<file path="src/hw/rtl/pidc_pkg.sv">
// shared types, constants and register codes of the clamped pid controller
package pidc_pkg;

  localparam int DATA_W        = 16;
  localparam int GAIN_W        = 18;
  localparam int NUM_SLOTS_DEF = 4;
  localparam int FIFO_DEPTH    = 8;

  // register indexes, byte address is 4 * index
  localparam int REG_W = 3;
  localparam logic [REG_W-1:0] REG_OUTPUT_MAX = 3'd0;
  localparam logic [REG_W-1:0] REG_OUTPUT_MIN = 3'd1;
  localparam logic [REG_W-1:0] REG_GAIN_P     = 3'd2;
  localparam logic [REG_W-1:0] REG_GAIN_I     = 3'd3;
  localparam logic [REG_W-1:0] REG_GAIN_D     = 3'd4;
  localparam logic [REG_W-1:0] REG_MODE       = 3'd5;

  localparam logic MODE_PID  = 1'b0;
  localparam logic MODE_BANG = 1'b1;

  localparam logic signed [DATA_W-1:0] OUTPUT_MAX_RST = 16'sh7fff;
  localparam logic signed [DATA_W-1:0] OUTPUT_MIN_RST = 16'sh8000;

  typedef struct packed {
    logic signed [DATA_W-1:0] output_max;
    logic signed [DATA_W-1:0] output_min;
    logic signed [GAIN_W-1:0] gain_p;
    logic signed [GAIN_W-1:0] gain_i;
    logic signed [GAIN_W-1:0] gain_d;
    logic                     mode;
  } cfg_t;

endpackage

</file>
<file path="src/hw/rtl/pidc_slot_mem.sv">
// per-slot state memory with registered read, valid bits and write bypass
module pidc_slot_mem #(
  parameter int DEPTH  = 4,
  parameter int ADDR_W = 2,
  parameter int DATA_W = 16
) (
  input  logic              clk,
  input  logic              rst,
  input  logic [ADDR_W-1:0] raddr,
  output logic [DATA_W-1:0] rdata,
  input  logic              we,
  input  logic [ADDR_W-1:0] waddr,
  input  logic [DATA_W-1:0] wdata
);

  logic [DATA_W-1:0] mem [DEPTH];
  logic [DEPTH-1:0]  vld;
  logic [DATA_W-1:0] rd_q;
  logic              rd_vld;
  logic              byp_hit;
  logic [DATA_W-1:0] byp_data;

  always_ff @(posedge clk) begin
    if (we) begin
      mem[waddr] <= wdata;
    end
    rd_q     <= mem[raddr];
    byp_data <= wdata;
  end

  always_ff @(posedge clk) begin
    if (rst) begin
      vld     <= '0;
      rd_vld  <= 1'b0;
      byp_hit <= 1'b0;
    end else begin
      if (we) begin
        vld[waddr] <= 1'b1;
      end
      rd_vld  <= vld[raddr];
      // write landing on the entry being read this edge
      byp_hit <= we && (waddr == raddr);
    end
  end

  assign rdata = byp_hit ? byp_data : (rd_vld ? rd_q : '0);

endmodule

</file>
<file path="src/hw/rtl/pidc_datapath.sv">
// three-stage pid datapath around the slot state memories
module pidc_datapath #(
  parameter int NUM_SLOTS = pidc_pkg::NUM_SLOTS_DEF,
  parameter int SLOT_W    = 2
) (
  input  logic                                clk,
  input  logic                                rst,
  input  pidc_pkg::cfg_t                      cfg,
  input  logic                                in_valid,
  input  logic [1:0]                          slot,
  input  logic signed [pidc_pkg::DATA_W-1:0]  setpoint,
  input  logic signed [pidc_pkg::DATA_W-1:0]  measured,
  output logic                                out_valid,
  output logic [pidc_pkg::DATA_W-1:0]         command
);

  localparam logic [8:0] NUM_SLOTS_V = 9'(NUM_SLOTS);

  function automatic logic signed [15:0] clamp_lim(input logic signed [25:0] v,
                                                    input logic signed [15:0] hi,
                                                    input logic signed [15:0] lo);
    logic signed [25:0] hi_x;
    logic signed [25:0] lo_x;
    hi_x = $signed({{10{hi[15]}}, hi});
    lo_x = $signed({{10{lo[15]}}, lo});
    if (v > hi_x) begin
      clamp_lim = hi;
    end else if (v < lo_x) begin
      clamp_lim = lo;
    end else begin
      clamp_lim = v[15:0];
    end
  endfunction

  // slot index wraps modulo the slot count
  logic [8:0]        slot_x;
  logic [8:0]        slot_red;
  logic [SLOT_W-1:0] in_idx;

  assign slot_x   = {7'd0, slot};
  assign slot_red = (slot_x >= NUM_SLOTS_V) ? (slot_x - NUM_SLOTS_V) : slot_x;
  assign in_idx   = (NUM_SLOTS == 1) ? '0 : slot_red[SLOT_W-1:0];

  // stage 1: error, products
  logic                     s1_v;
  logic [SLOT_W-1:0]        s1_idx;
  logic signed [15:0]       s1_sp;
  logic signed [15:0]       s1_ms;
  logic [15:0]              prev_raw;
  logic signed [15:0]       prev;
  logic signed [16:0]       err;
  logic signed [16:0]       dy;
  logic signed [34:0]       prod_p;
  logic signed [34:0]       prod_i;
  logic signed [34:0]       prod_d;

  always_ff @(posedge clk) begin
    if (rst) begin
      s1_v <= 1'b0;
    end else begin
      s1_v <= in_valid;
    end
  end

  always_ff @(posedge clk) begin
    s1_idx <= in_idx;
    s1_sp  <= setpoint;
    s1_ms  <= measured;
  end

  pidc_slot_mem #(
    .DEPTH (NUM_SLOTS),
    .ADDR_W(SLOT_W),
    .DATA_W(pidc_pkg::DATA_W)
  ) u_prev_mem (
    .clk  (clk),
    .rst  (rst),
    .raddr(in_idx),
    .rdata(prev_raw),
    .we   (s1_v && (cfg.mode == pidc_pkg::MODE_PID)),
    .waddr(s1_idx),
    .wdata(s1_ms)
  );

  assign prev   = $signed(prev_raw);
  assign err    = $signed({s1_sp[15], s1_sp}) - $signed({s1_ms[15], s1_ms});
  assign dy     = $signed({s1_ms[15], s1_ms}) - $signed({prev[15], prev});
  assign prod_p = $signed({{17{cfg.gain_p[17]}}, cfg.gain_p}) * $signed({{18{err[16]}}, err});
  assign prod_i = $signed({{17{cfg.gain_i[17]}}, cfg.gain_i}) * $signed({{18{err[16]}}, err});
  assign prod_d = $signed({{17{cfg.gain_d[17]}}, cfg.gain_d}) * $signed({{18{dy[16]}}, dy});

  // stage 2: integral update and write-back
  logic                     s2_v;
  logic [SLOT_W-1:0]        s2_idx;
  logic signed [15:0]       s2_sp;
  logic                     s2_lt;
  logic signed [22:0]       s2_pterm;
  logic signed [22:0]       s2_iterm;
  logic signed [22:0]       s2_dterm;
  logic [15:0]              acc_raw;
  logic signed [25:0]       integ_sum;
  logic signed [15:0]       integ_new;
  logic signed [25:0]       pd;

  always_ff @(posedge clk) begin
    if (rst) begin
      s2_v <= 1'b0;
    end else begin
      s2_v <= s1_v;
    end
  end

  // floor of q12 product is the upper bits
  always_ff @(posedge clk) begin
    s2_idx   <= s1_idx;
    s2_sp    <= s1_sp;
    s2_lt    <= s1_sp < s1_ms;
    s2_pterm <= prod_p[34:12];
    s2_iterm <= prod_i[34:12];
    s2_dterm <= prod_d[34:12];
  end

  pidc_slot_mem #(
    .DEPTH (NUM_SLOTS),
    .ADDR_W(SLOT_W),
    .DATA_W(pidc_pkg::DATA_W)
  ) u_integ_mem (
    .clk  (clk),
    .rst  (rst),
    .raddr(s1_idx),
    .rdata(acc_raw),
    .we   (s2_v && (cfg.mode == pidc_pkg::MODE_PID)),
    .waddr(s2_idx),
    .wdata(integ_new)
  );

  assign integ_sum = $signed({{10{acc_raw[15]}}, acc_raw})
                   + $signed({{3{s2_iterm[22]}}, s2_iterm});
  assign integ_new = clamp_lim(integ_sum, cfg.output_max, cfg.output_min);
  assign pd        = $signed({{3{s2_pterm[22]}}, s2_pterm})
                   - $signed({{3{s2_dterm[22]}}, s2_dterm});

  // stage 3: command sum, clamp, sign guard, mode select
  logic                     s3_v;
  logic signed [15:0]       s3_sp;
  logic                     s3_lt;
  logic signed [25:0]       s3_pd;
  logic signed [15:0]       s3_integ;
  logic signed [25:0]       cmd_sum;
  logic signed [15:0]       cmd_clamp;
  logic                     sp_pos;
  logic                     sp_neg;
  logic                     cmd_pos;
  logic                     cmd_neg;

  always_ff @(posedge clk) begin
    if (rst) begin
      s3_v <= 1'b0;
    end else begin
      s3_v <= s2_v;
    end
  end

  always_ff @(posedge clk) begin
    s3_sp    <= s2_sp;
    s3_lt    <= s2_lt;
    s3_pd    <= pd;
    s3_integ <= integ_new;
  end

  assign cmd_sum   = s3_pd + $signed({{10{s3_integ[15]}}, s3_integ});
  assign cmd_clamp = clamp_lim(cmd_sum, cfg.output_max, cfg.output_min);
  assign sp_pos    = !s3_sp[15] && (s3_sp != 16'sd0);
  assign sp_neg    = s3_sp[15];
  assign cmd_pos   = !cmd_clamp[15] && (cmd_clamp != 16'sd0);
  assign cmd_neg   = cmd_clamp[15];

  always_comb begin
    if (cfg.mode == pidc_pkg::MODE_BANG) begin
      command = s3_lt ? '0 : cfg.output_min;
    end else if ((sp_pos && cmd_neg) || (sp_neg && cmd_pos)) begin
      command = '0;
    end else begin
      command = cmd_clamp;
    end
  end

  assign out_valid = s3_v;

endmodule

</file>
<file path="src/hw/rtl/pidc_out_fifo.sv">
// result fifo that decouples the datapath from the output stream
module pidc_out_fifo #(
  parameter int DEPTH  = pidc_pkg::FIFO_DEPTH,
  parameter int DATA_W = pidc_pkg::DATA_W
) (
  input  logic              clk,
  input  logic              rst,
  input  logic              push,
  input  logic [DATA_W-1:0] push_data,
  input  logic              pop,
  output logic              valid,
  output logic [DATA_W-1:0] data
);

  localparam int PTR_W = $clog2(DEPTH);
  localparam logic [PTR_W:0]   DEPTH_V = (PTR_W + 1)'(DEPTH);
  localparam logic [PTR_W-1:0] LAST    = PTR_W'(DEPTH - 1);

  logic [DATA_W-1:0] buf_q [DEPTH];
  logic [PTR_W-1:0]  wr_ptr;
  logic [PTR_W-1:0]  rd_ptr;
  logic [PTR_W:0]    count;
  logic              do_pop;

  assign valid  = (count != '0);
  assign data   = buf_q[rd_ptr];
  assign do_pop = pop && valid;

  always_ff @(posedge clk) begin
    if (push) begin
      buf_q[wr_ptr] <= push_data;
    end
  end

  always_ff @(posedge clk) begin
    if (rst) begin
      wr_ptr <= '0;
      rd_ptr <= '0;
      count  <= '0;
    end else begin
      if (push) begin
        wr_ptr <= (wr_ptr == LAST) ? '0 : wr_ptr + 1'b1;
      end
      if (do_pop) begin
        rd_ptr <= (rd_ptr == LAST) ? '0 : rd_ptr + 1'b1;
      end
      if (push && !do_pop && (count != DEPTH_V)) begin
        count <= count + 1'b1;
      end else if (!push && do_pop) begin
        count <= count - 1'b1;
      end
    end
  end

endmodule

</file>
<file path="src/hw/rtl/pid_controller_clamped_unit.sv">
// top level of the multi-slot clamped pid controller
//
// usage
//   s_axis carries one sample item per beat: slot, setpoint, measured.
//   m_axis returns one command item per accepted sample, in order.
//   the apb port holds limits, q6.12 gains and the pid / bang-bang mode;
//   write it only while no item is in flight.
// timing
//   one item per clock sustained while s_axis_tready stays high; a command passes
//   the 3 datapath stages and then the result fifo before m_axis offers it.
//   the rate is set by the per-slot integral read-modify-write: the
//   integral memory is read one stage ahead and a write bypass feeds a
//   same-slot item that follows in the next cycle.
// stall and reset
//   an 8-entry result fifo absorbs stalls on m_axis; s_axis_tready drops
//   only when fifo plus datapath hold 8 items, so input keeps flowing
//   while earlier commands wait.
//   rst (synchronous) restores register defaults, empties the pipeline
//   and fifo, and clears all slot state through valid bits.
module pid_controller_clamped_unit #(
  parameter int NUM_SLOTS = pidc_pkg::NUM_SLOTS_DEF
) (
  input  logic        clk,
  input  logic        rst,
  // sample stream
  input  logic        s_axis_tvalid,
  output logic        s_axis_tready,
  input  logic [39:0] s_axis_tdata,   // slot[1:0], setpoint[17:2], measured[33:18], zero pad
  // command stream
  output logic        m_axis_tvalid,
  input  logic        m_axis_tready,
  output logic [15:0] m_axis_tdata,   // command[15:0]
  // configuration
  input  logic        psel,
  input  logic        penable,
  input  logic        pwrite,
  input  logic [4:0]  paddr,
  input  logic [31:0] pwdata,
  output logic [31:0] prdata,
  output logic        pready
);

  localparam int SLOT_W = (NUM_SLOTS > 1) ? $clog2(NUM_SLOTS) : 1;
  localparam int OCC_W  = $clog2(pidc_pkg::FIFO_DEPTH) + 1;
  localparam logic [OCC_W-1:0] OCC_MAX = OCC_W'(pidc_pkg::FIFO_DEPTH);

  // configuration registers
  pidc_pkg::cfg_t              cfg;
  logic [pidc_pkg::REG_W-1:0]  reg_idx;
  logic                        cfg_wr;

  assign pready  = 1'b1;
  assign reg_idx = paddr[4:2];
  assign cfg_wr  = psel && penable && pwrite && pready;

  always_ff @(posedge clk) begin
    if (rst) begin
      cfg.output_max <= pidc_pkg::OUTPUT_MAX_RST;
      cfg.output_min <= pidc_pkg::OUTPUT_MIN_RST;
      cfg.gain_p     <= '0;
      cfg.gain_i     <= '0;
      cfg.gain_d     <= '0;
      cfg.mode       <= pidc_pkg::MODE_PID;
    end else if (cfg_wr) begin
      case (reg_idx)
        pidc_pkg::REG_OUTPUT_MAX: cfg.output_max <= $signed(pwdata[15:0]);
        pidc_pkg::REG_OUTPUT_MIN: cfg.output_min <= $signed(pwdata[15:0]);
        pidc_pkg::REG_GAIN_P:     cfg.gain_p     <= $signed(pwdata[17:0]);
        pidc_pkg::REG_GAIN_I:     cfg.gain_i     <= $signed(pwdata[17:0]);
        pidc_pkg::REG_GAIN_D:     cfg.gain_d     <= $signed(pwdata[17:0]);
        pidc_pkg::REG_MODE:       cfg.mode       <= pwdata[0];
        default: ;  // unmapped address, write dropped
      endcase
    end
  end

  // read-back, raw register bits zero-extended
  always_comb begin
    unique case (reg_idx)
      pidc_pkg::REG_OUTPUT_MAX: prdata = {16'd0, cfg.output_max};
      pidc_pkg::REG_OUTPUT_MIN: prdata = {16'd0, cfg.output_min};
      pidc_pkg::REG_GAIN_P:     prdata = {14'd0, cfg.gain_p};
      pidc_pkg::REG_GAIN_I:     prdata = {14'd0, cfg.gain_i};
      pidc_pkg::REG_GAIN_D:     prdata = {14'd0, cfg.gain_d};
      pidc_pkg::REG_MODE:       prdata = {31'd0, cfg.mode};
      default:                  prdata = '0;
    endcase
  end

  // occupancy credit: items in the datapath plus items in the fifo
  logic             in_acc;
  logic             out_acc;
  logic [OCC_W-1:0] occ;
  logic [OCC_W-1:0] occ_next;

  assign s_axis_tready = (occ < OCC_MAX);
  assign in_acc        = s_axis_tvalid && s_axis_tready;
  assign out_acc       = m_axis_tvalid && m_axis_tready;

  always_comb begin
    occ_next = occ;
    if (in_acc && !out_acc) begin
      occ_next = occ + 1'b1;
    end else if (!in_acc && out_acc) begin
      occ_next = occ - 1'b1;
    end
  end

  always_ff @(posedge clk) begin
    if (rst) begin
      occ <= '0;
    end else begin
      occ <= occ_next;
    end
  end

  // datapath
  logic        dp_valid;
  logic [15:0] dp_command;

  pidc_datapath #(
    .NUM_SLOTS(NUM_SLOTS),
    .SLOT_W   (SLOT_W)
  ) u_datapath (
    .clk      (clk),
    .rst      (rst),
    .cfg      (cfg),
    .in_valid (in_acc),
    .slot     (s_axis_tdata[1:0]),
    .setpoint ($signed(s_axis_tdata[17:2])),
    .measured ($signed(s_axis_tdata[33:18])),
    .out_valid(dp_valid),
    .command  (dp_command)
  );

  // result fifo, credit keeps it from overflowing
  pidc_out_fifo #(
    .DEPTH (pidc_pkg::FIFO_DEPTH),
    .DATA_W(pidc_pkg::DATA_W)
  ) u_out_fifo (
    .clk      (clk),
    .rst      (rst),
    .push     (dp_valid),
    .push_data(dp_command),
    .pop      (m_axis_tready),
    .valid    (m_axis_tvalid),
    .data     (m_axis_tdata)
  );

endmodule

</file>
<file path="config.mk">
export PLATFORM = sky130hd
export DESIGN_NAME = pid_controller_clamped_unit
export DESIGN_NICKNAME = d
export VERILOG_FILES = /design/src/hw/rtl/pidc_pkg.sv /design/src/hw/rtl/pidc_slot_mem.sv /design/src/hw/rtl/pidc_datapath.sv /design/src/hw/rtl/pidc_out_fifo.sv /design/src/hw/rtl/pid_controller_clamped_unit.sv
export SDC_FILE = /design/constraint.sdc
export NUM_CORES = 2
export LEC_CHECK = 0
export ABC_AREA = 1
export BUFFER_PORTS_ARGS = -buffer_cell sky130_fd_sc_hd__buf_4
export CORE_MARGIN = 2
export CORE_UTILIZATION = 50
export CTS_CLUSTER_SIZE = 20
export DETAILED_ROUTE_END_ITERATION = 12
export PLACE_DENSITY = 0.66
export SLEW_MARGIN = 20
export SYNTH_ARGS = -nofsm -noshare
export SYNTH_HDL_FRONTEND = slang
export SYNTH_SLANG_ARGS = --single-unit
export TNS_END_PERCENT = 30
</file>
<file path="constraint.sdc">
create_clock -name clk -period 8.6 [get_ports clk]
set_input_delay 1.29 -clock clk [delete_from_list [all_inputs] [get_ports clk]]
set_output_delay 1.29 -clock clk [all_outputs]
set_load 0.02 [all_outputs]
</file>
==> metrics.md <==
| Metric | Value |
|---|---|
| Area of the die | 124,000 sq um |
| Largest net degree at the start of global routing | 76 |
| Met3 GRT Util | 7.83% |
| Die width | 352 um |
| Worst stage delay on the critical path | 590 ps |
| Worst Setup Start Kind | register |
| Antenna-violating nets left | 0 |
| Worst Path Arrival | 8700 ps |
| Sequential cell area fraction in the yosys report | 24.1% |
| CP dominant cell by count | fa_1 |
| CTS tree | built |
| CTS Buf Count | 66 |
| Net Sw Frac | 46.5% |
| Initial antenna violation count | 10 |
| Initial Util | 50.5% |
| Clock H-tree levels | 3 |
| Crit-path max FO | 14 |
| Vias in the first global route | 48,000 |
| Period utilization | 94.7% |
| Worst path buffer plus inverter count | 7 |
| Worst-Margin Slew | 1120 ps |
| Status | finished clean |
| Hold-fix buffer count after cts | 0 |
| Switching Power | 7.63 mW |
| Area Growth Syn to Fin | 8.31% |
| Max-cap violations | 0 |
| Req. time, crit path | 9150 ps |
| Ys async rst share | 0% |
| Final instance area | 65,700 sq um |
| Post-placement cell area | 63,200 sq um |
| Placer Congestion | 1.03 |
| Routed vias | 46,700 |
| CTS max path bufs | 3 |
| Crit end category | register |
| Number of synthesized flops with an enable pin | 256 |
| Final setup vio count | 0 |
| Layout cells sized above 1 | 5.25% |
| Total power | 16.4 mW |
| Critical path depth | 32 |
| NumNets Final | 8,376 |
| Grt peak-use layer | met2 |
| Top delay family on crit path | adder cells |
| Maximum clock rate | 123 MHz |
| Final core occ | 54.7% |
| Seq cells post-synth | 602 |
| Skew final | 51.2 ps |
| Syn_area_per_cell | 8.85 sq um |
| Post-DR wirelength/cell | 21.0 um |
| Global Route met2 Usage | 46.6% |
| Synth warnings | 0 |
| Row count | 127 |
| Most common cell after layout, fill and taps aside | inv_1 |
| Port Buffer Count | 97 |
| Internal Pwr Total | 8.80 mW |
| CTS Sinks | 602 |
| Distinct cells, synth | 56 |
| Total Wirelength | 180 mm |
| Slew Limit Fails | 0 |
| Gr ovfl total | 0 |
| Ys flop type | dfxtp_1 |
| Seq pwr share | 27.6% |
| Highest-delay cell along the critical path | fa_1 |
| Clk pwr share | 18.4% |
| Detailed placement HPWL | 144 mm |
| Comb pwr share | 54.1% |
| FF-to-FF path depth | 32 |
| IO Count | 135 |
| Via/cell ratio | 5.45 |
| P per Cell Area | 250 nW/um^2 |
| Clock-pin slew on the worst setup and hold paths | 60 ps |
| Min cycle time layout | 8140 ps |
| Met1 Use GR | 38.4% |
| Most frequent cells in the layout | inv_1, nand2_1, fa_1 |
| Synth Cell Area | 60,600 sq um |
| Worst-Skew Late Latency | 660 ps |
| CP Class | reg -> reg |
| First-pass GRT wire length | 280 mm |
| Worst Hold Depth | 0 |
| Die H | 352 um |
| First-pass DRT Iterations | 9 |
| Worst VDD drop | 232 uV |
| Min-delay worst type | reg -> reg |
| Endpoints failing hold | 0 |
| Static leakage | 30.8 nW |
| Root Buffer | clkbuf_16 |
| DRC | 0 |
| Gate Count Post-Synth | 6,854 |
| Core area | 120,000 sq um |
| Max-slew headroom | 25.5% |
| DRC violation total after the first TritonRoute iteration | 3,902 |
| GRT Total Usage | 29.4% |
## cells in the mapped netlist (7+ instances only)
library cell  count  area [sq um]
nand3_1         157           786
o221ai_1         27           236
xnor2_1          53           464
a21oi_1         372          1860
clkbuf_1        194           728
a22oi_1          45           338
a22o_1           16           140
o22ai_1          49           307
edfxtp_1        256          7690
fa_1            937         18800
buf_4            16           120
buf_2             8          40.0
ha_1            459          5740
a21o_1           16           120
o21ai_0         307          1540
inv_1          1357          5090
dfxtp_1         346          6930
o211ai_1         27           203
o21a_1           22           165
nor3_1           38           190
nor2_1          735          2760
a31oi_1          26           163
a21boi_0          7          52.6
clkinv_1         24          90.1
nand2_1        1105          4150
xor2_1          106           928
o21bai_1         16           120
nand4_1          29           181
o21ai_1          12          60.1
nor4_1           11          68.8
or2_2            16           100
## cell families (layout without fill, tap and decap cells)
logic type / count (synthesis) / count (layout) / synth area share (%)
AO/OA/AOI/OAI: 968 / 968 / 9.11
XOR/XNOR: 161 / 161 / 2.35
adder cells (fa/ha/maj): 1396 / 1396 / 40.4
buffers and inverters: 1612 / 1694 / 10.2
flip-flops: 602 / 602 / 24.1
other: 2 / 18 / 0.0124
AND/OR/NAND/NOR: 2113 / 2113 / 13.9
## power by group through the flow
| stage | combinational, mW | sequential (mW) | clock [mW] |
|---|---|---|---|
| after global routing | 9.96 | 4.55 | 3.16 |
| after detailed placement | 8.71 | 4.58 | 0 |
| after CTS | 8.76 | 4.53 | 3.05 |
| after global placement | 8.51 | 4.58 | 0 |
| after floorplan | 6.16 | 4.40 | 0 |
| final | 8.88 | 4.53 | 3.01 |
## what timing repair did
item | in CTS | in global routing
setup buffers | 0 | 5
gates resized for setup | 0 | 8
endpoints found under the setup margin | 0 | 10
hold endpoints to repair | 0 | 0
## state kept, by name, indices dropped and copies added (netlist names), 16 cells and up, named ones only
name,flops
u_datapath.u_prev_mem.mem,64
u_datapath.s3_pd,24
u_datapath.u_integ_mem.rd_q,16
u_datapath.s2_iterm,23
u_datapath.u_prev_mem.rd_q,16
u_datapath.s1_sp,16
cfg,87
u_datapath.s2_dterm,23
u_datapath.s2_pterm,23
u_datapath.s3_sp,16
u_datapath.s3_integ,16
u_out_fifo.buf_q,128
u_datapath.u_prev_mem.byp_data,16
u_datapath.s2_sp,16
u_datapath.s1_ms,16
u_datapath.u_integ_mem.mem,64
## worst register-to-register path: cells and delay by family, from the launching register on
| kind | cells | cell delay, ps |
|---|---|---|
| AOI/OAI and AO/OA | 9 | 1670 |
| adders and majority gates | 8 | 3810 |
| DFF | 1 | 460 |
| buffers and inverters | 7 | 920 |
| and+or+nand+nor | 7 | 1000 |
| xor gates and xnor gates | 1 | 180 |
## stage by stage
step / instances / setup WS [ps] / TNS, ps / hold WS (ps)
floorplan: 6867 / 1300 / 0 / 310
global placement: 8435 / 502 / 0 / 310
detailed placement: 8435 / 506 / 0 / 312
CTS: 8556 / 411 / 0 / 322
global route: 8561 / -19.3 / -54.2 / 331
finish: 8564 / 458 / 0 / 324
## layout make-up
| cell class | instances | area, sq um |
|---|---|---|
| clock inverters | 42 | 536 |
| repair buffers | 188 | 1450 |
| clock buffers | 79 | 1830 |
| inverters | 1385 | 5210 |
| diodes | 3 | 7.51 |
| fillers | 10900 | 54400 |
| multi-input cells | 4653 | 40000 |
| well taps | 1612 | 2020 |
| flip-flops and latches | 602 | 14600 |
## metal layers
| metal | up-vias | wire (um) |
|---|---|---|
| met3 | 393 | 18300 |
| met2 | 1935 | 81700 |
| li1 | 21400 | - |
| met5 | - | 72 |
| met1 | 23000 | 71700 |
| met4 | 10 | 8210 |
## worst paths after layout
| path | slack, ps | endpoint | from |
|---|---|---|---|
| min | 320 | u_datapath.s3_sp[10]$_DFF_P_ | u_datapath.s2_sp[10]$_DFF_P_ |
| min reg2reg | 320 | u_datapath.s3_sp[10]$_DFF_P_ | u_datapath.s2_sp[10]$_DFF_P_ |
| max | 460 | u_datapath.s2_pterm[21]$_DFF_P_ | u_datapath.s1_ms[2]$_DFF_P_ |
| max reg2reg | 460 | u_datapath.s2_pterm[21]$_DFF_P_ | u_datapath.s1_ms[2]$_DFF_P_ |
Power figures use the tool's default switching activity.
